[config.mk]
export PLATFORM = sky130hd
export DESIGN_NAME = plti_div
export DESIGN_NICKNAME = d
export VERILOG_FILES = /design/src/rtl/plti_pkg.sv /design/src/rtl/plti_div.sv
export SDC_FILE = /design/constraint.sdc
export NUM_CORES = 1
export LEC_CHECK = 0
export BUFFER_PORTS_ARGS = -buffer_cell sky130_fd_sc_hd__buf_4
export CORE_MARGIN = 10
export CORE_UTILIZATION = 30
export CTS_CLUSTER_SIZE = 14
export DETAILED_ROUTE_END_ITERATION = 8
export PLACE_DENSITY_LB_ADDON = 0.1
export SETUP_SLACK_MARGIN = 0.2
export SYNTH_ARGS = -nofsm -noshare
export SYNTH_HDL_FRONTEND = slang
export SYNTH_SLANG_ARGS = --single-unit
[constraint.sdc]
create_clock -name clk -period 3.3 [get_ports clk]
set_input_delay 0.99 -clock clk [delete_from_list [all_inputs] [get_ports clk]]
set_output_delay 0.99 -clock clk [all_outputs]
set_load 0.005 [all_outputs]
[src/rtl/plti_pkg.sv]
package plti_pkg;

  localparam int DEFAULT_TABLE_DEPTH = 256;
  localparam int DATA_W              = 32;
  localparam int STEP_W              = 31;
  localparam int Q_FRAC_BITS         = 16;
  localparam int ALPHA_W             = Q_FRAC_BITS + 1;
  localparam int Q_ONE               = 1 << Q_FRAC_BITS;

  // input action codes
  typedef enum logic [1:0] {
    ACT_APPEND  = 2'd0,
    ACT_STEP    = 2'd1,
    ACT_RESTART = 2'd2,
    ACT_CLEAR   = 2'd3
  } act_t;

  // result status codes
  typedef enum logic [1:0] {
    STAT_OK    = 2'd0,
    STAT_FULL  = 2'd1,
    STAT_ORDER = 2'd2
  } stat_t;

  // sequencer states
  typedef enum logic [3:0] {
    ST_IDLE,
    ST_APPEND,
    ST_CTRL,
    ST_ADV,
    ST_QUERY,
    ST_CLAMP,
    ST_UP_RD,
    ST_UP_CMP,
    ST_DN_RD,
    ST_DN_CMP,
    ST_DIV_GO,
    ST_DIV_WAIT,
    ST_MUL,
    ST_FIN,
    ST_DONE
  } state_t;

  // saturate a 33-bit signed sum to 32 bits
  function automatic logic [DATA_W-1:0] sat_add(input logic [DATA_W:0] s);
    logic [DATA_W-1:0] r;
    unique case (s[DATA_W:DATA_W-1])
      2'b01:   r = {1'b0, {(DATA_W-1){1'b1}}};
      2'b10:   r = {1'b1, {(DATA_W-1){1'b0}}};
      default: r = s[DATA_W-1:0];
    endcase
    return r;
  endfunction

endpackage

[src/rtl/plti_div.sv]
module plti_div (
  input  logic                          clk,
  input  logic                          rst_n,
  input  logic                          start,
  input  logic [plti_pkg::DATA_W-1:0]   dividend,
  input  logic [plti_pkg::DATA_W-1:0]   divisor,
  output logic                          done,
  output logic [plti_pkg::ALPHA_W-1:0]  quotient
);
  import plti_pkg::*;

  localparam int CNT_W = $clog2(ALPHA_W + 1);

  // dividend <= divisor, so the quotient of (dividend << 16) fits in 17 bits;
  // the remainder starts at dividend >> 1 and its low bit is shifted in first
  logic [DATA_W:0]    rem_r, rem_nxt;
  logic [DATA_W-1:0]  dsr_r;
  logic [ALPHA_W-1:0] quo_r, quo_nxt;
  logic               lsb_r;
  logic [CNT_W-1:0]   cnt_r;
  logic               busy_r;
  logic               done_r;
  logic [DATA_W:0]    shifted;
  logic               fits;

  // one restoring step per cycle
  always_comb begin
    shifted = {rem_r[DATA_W-1:0], lsb_r};
    fits    = shifted >= {1'b0, dsr_r};
    rem_nxt = fits ? shifted - {1'b0, dsr_r} : shifted;
    quo_nxt = {quo_r[ALPHA_W-2:0], fits};
  end

  // control
  always_ff @(posedge clk) begin
    if (!rst_n) begin
      busy_r <= 1'b0;
      done_r <= 1'b0;
      cnt_r  <= '0;
    end else begin
      done_r <= 1'b0;
      if (start) begin
        busy_r <= 1'b1;
        cnt_r  <= CNT_W'(ALPHA_W);
      end else if (busy_r) begin
        cnt_r <= cnt_r - CNT_W'(1);
        if (cnt_r == CNT_W'(1)) begin
          busy_r <= 1'b0;
          done_r <= 1'b1;
        end
      end
    end
  end

  // remainder and quotient
  always_ff @(posedge clk) begin
    if (start) begin
      rem_r <= {2'b00, dividend[DATA_W-1:1]};
      lsb_r <= dividend[0];
      dsr_r <= divisor;
      quo_r <= '0;
    end else if (busy_r) begin
      rem_r <= rem_nxt;
      lsb_r <= 1'b0;
      quo_r <= quo_nxt;
    end
  end

  assign done     = done_r;
  assign quotient = quo_r;

endmodule
==> flow_summary_export.csv <==
group,metric,value,unit
clocking,clk_pin_slew,70,ps
yosys,async_reset_ff_frac,0,
placed_design,portBuffers,84,
yosys,netlist_area,5530,sq um
critical_path,start_kind,"register",
critical_path,cp_slowest_cell,"a2111oi_4",
critical_path,worst_ep_arrival_time,3140,ps
critical_path,timing.rr.end,"rem_r[30]",
critical_path,r2r_cells,12,
final_layout,final_common_cell,"buf_4",
global_routing,grt_max_degree,33,
die,fp-row-count,49,
clocking,cts_sinks,89,
clocking,holdBufCountCts,0,
final_layout,final_util,0.382,
clocking,clk_latency,360,ps
critical_path,critPathMostFrequentCell,"inv_1",
clocking,cts_buffers,9,
route,route.detailed.drc,0,
yosys,ys_seq_area_frac,0.438,
timing,hold_ws,500,ps
yosys,ys_types,64,
yosys,synthFlopType,"edfxtp_1",
global_routing,grt_use_total,0.115,
die,fp.dieW,156,microns
job,maxCapViolations,0,
timing,rsz0062_at_grt,"yes",
critical_path,path_buf_inv,2,
timing,relSlewSlack,0.625,
critical_path,crit_required,3410,ps
timing,min_period,3030,ps
critical_path,cp_top_family,"compound AO/OA/AOI/OAI gates",
route,first_pass_iters,4,
critical_path,cpPeakStageDelay,420,ps
clocking,root_buffer,"clkbuf_16",
yosys,synth_area_per_cell,10.0,sq um
worst_hold_path,hold_end,"quotient[16]",
route,wl_per_cell,16.0,microns
critical_path,ff2ff_setup_slack,270,ps
yosys,synth_edf_count,64,
route,postRouteAntennaNets,0,
placed_design,dpl-instance-area,6440,sq um
yosys,netlist_instances,551,
timing,setup_viol,0,
timing,fin_skew,8.56,ps
worst_hold_path,hold_depth,2,
placed_design,place.gp.congestion,0.832,
clocking,cts_tree,"built",
pwr,total_power,4.89,mW
critical_path,crit_chain,"inv_1 > ha_1 > inv_1 > fa_2 > a21o_1 > a221oi_4 > o221ai_4 > a2111oi_4 > o31ai_2 > xnor2_1 > o21ai_1 > mux2_2",
timing,finalHoldViolations,0,
yosys,yosysWarningCount,0,
critical_path,cp_num_cells,12,
final_layout,n_antenna_cell,0,
clocking,clockBufferDepth,2,
worst_hold_path,min_path_type,"register to register",
critical_path,crit_type,"register to register",
route,num_vias,4300,
die,fp.coreArea,18000,sq um
route,detailedRoute.firstIterationViolations,172,
status,outcome,"completed",
yosys,ys_seq_elements,89,
global_routing,grt_pass1_vias,4577,
timing,slew_viol_final,0,
final_layout,stdcell_area,6880,sq um
route,drt-vias-per-instance,4.92,
die,fp.dieH,156,microns
route,wl,14000,microns
worst_hold_path,worstHoldStart,"quotient[16]",
final_layout,drive_gt1_frac,0.242,
global_routing,overflow,0,
final_layout,nets,742,
global_routing,grt_first_pass_wirelength,22900,microns
critical_path,reg2reg_from,"lsb_r",
critical_path,cp-end-kind,"register",
timing,timing.fmax,0.330,GHz
clocking,htreeDepth,3,
final_layout,final_cell_mix,"buf_4 (100), edfxtp_1 (64), inv_1 (46), nor2_1 (46), nand2_1 (40)",
timing,tightestPinTransition,560,ps
die,io_pins,85,
final_layout,areaGrowthSynthToFinish,24.5,%
die,start_util,0.307,
placed_design,dp_hpwl,10400,microns
yosys,syn_nets,653,
global_routing,antenna_found_initial,0,
pwr,power.leakage,2.92,nW
timing,finalCritPeriodShare,0.919,
pwr,ir_drop,0.281,mV
critical_path,worst-path-max-fanout,5,
pwr,power_per_cell_area,710,nW/um^2
die,die_area,24300,sq um
Yosys cell counts, types with 8 or more instances:
master | n | share of area
edfxtp_1 | 64 | 0.35
inv_1 | 46 | 0.031
nor2_1 | 46 | 0.031
nand2_1 | 40 | 0.027
ha_1 | 34 | 0.077
a21oi_1 | 33 | 0.030
o21ai_0 | 27 | 0.024
dfxtp_1 | 25 | 0.091
mux2i_1 | 18 | 0.033
a21o_1 | 15 | 0.020
xnor2_1 | 15 | 0.024
clkbuf_1 | 13 | 0.0088
xor2_1 | 13 | 0.021
nor3_1 | 12 | 0.011
o21a_1 | 12 | 0.016
a211oi_1 | 11 | 0.015
mux2_2 | 11 | 0.022
a221o_1 | 8 | 0.014
nand4_1 | 8 | 0.0091
per-layer routing:
metal,global-route usage,part of all wire
met1,0.143,0.47
met2,0.190,0.47
met3,0.0295,0.041
met4,0.0401,0.013
met5,0,0
how the worst max path moves through the flow:
| stage | endpoint | slack [ps] | from |
|---|---|---|---|
| 6_report | rem_r[30] | 270 | lsb_r |
| 5_1_grt | rem_r[30] | 110 | lsb_r |
| 4_1_cts | rem_r[20] | 250 | lsb_r |
| 3_5_place_dp | rem_r[30] | -4 | lsb_r |
| 3_3_place_gp | rem_r[30] | 70 | lsb_r |
| 2_1_floorplan | rem_r[30] | 300 | lsb_r |
final cells by class:
type | count | area (sq um)
Clock buffer | 11 | 275
Clock inverter | 5 | 48.8
Fill cell | 1881 | 11100
Inverter | 46 | 173
Multi-Input combinational cell | 391 | 2880
Sequential cell | 89 | 2420
Tap cell | 229 | 287
Timing Repair Buffer | 103 | 793
registers in the layout, summed over array words and instances, names as in the netlist:
register,count
rem_r,32
done,1
lsb_r,1
quotient,17
cnt_r,5
busy_r,1
dsr_r,32
worst register-to-register path, stage by stage, from the launching register on:
cell	delay, ps
edfxtp_1	390
inv_1	80
ha_1	150
inv_1	50
fa_2	340
a21o_1	200
a221oi_4	310
o221ai_4	220
a2111oi_4	420
o31ai_2	150
xnor2_1	150
o21ai_1	70
mux2_2	250
what timing repair did:
item / CTS / global route
hold endpoints to repair: 0 / 0
pin swaps: 6 / 1
gates resized for setup: 2 / 12
buffers inserted: 4 / 2
setup endpoints to repair: 6 / 26
cells by family after synthesis:
| family | synth area share |
|---|---|
| adders and majority gates | 0.0806 |
| xor gates and xnor gates | 0.0444 |
| muxes | 0.0550 |
| and+or+nand+nor | 0.138 |
| DFF | 0.438 |
| buffers and inverters | 0.0516 |
| AOI/OAI and AO/OA | 0.192 |
where the power goes:
group	switching, mW	internal (mW)	total, mW
clock network	0.495	0.622	1.12
registers	0.0902	1.42	1.51
logic	1.24	1.02	2.25
total	1.82	3.06	4.89
through the flow:
stage               std cells  setup WS [ps]  TNS, ps
CTS                       872            250        0
global route              874            109        0
floorplan                 551            299        0
global placement          852           67.6        0
finish                    874            266        0
detailed placement        852          -4.41    -4.41
(Power assumes the default switching activity.)
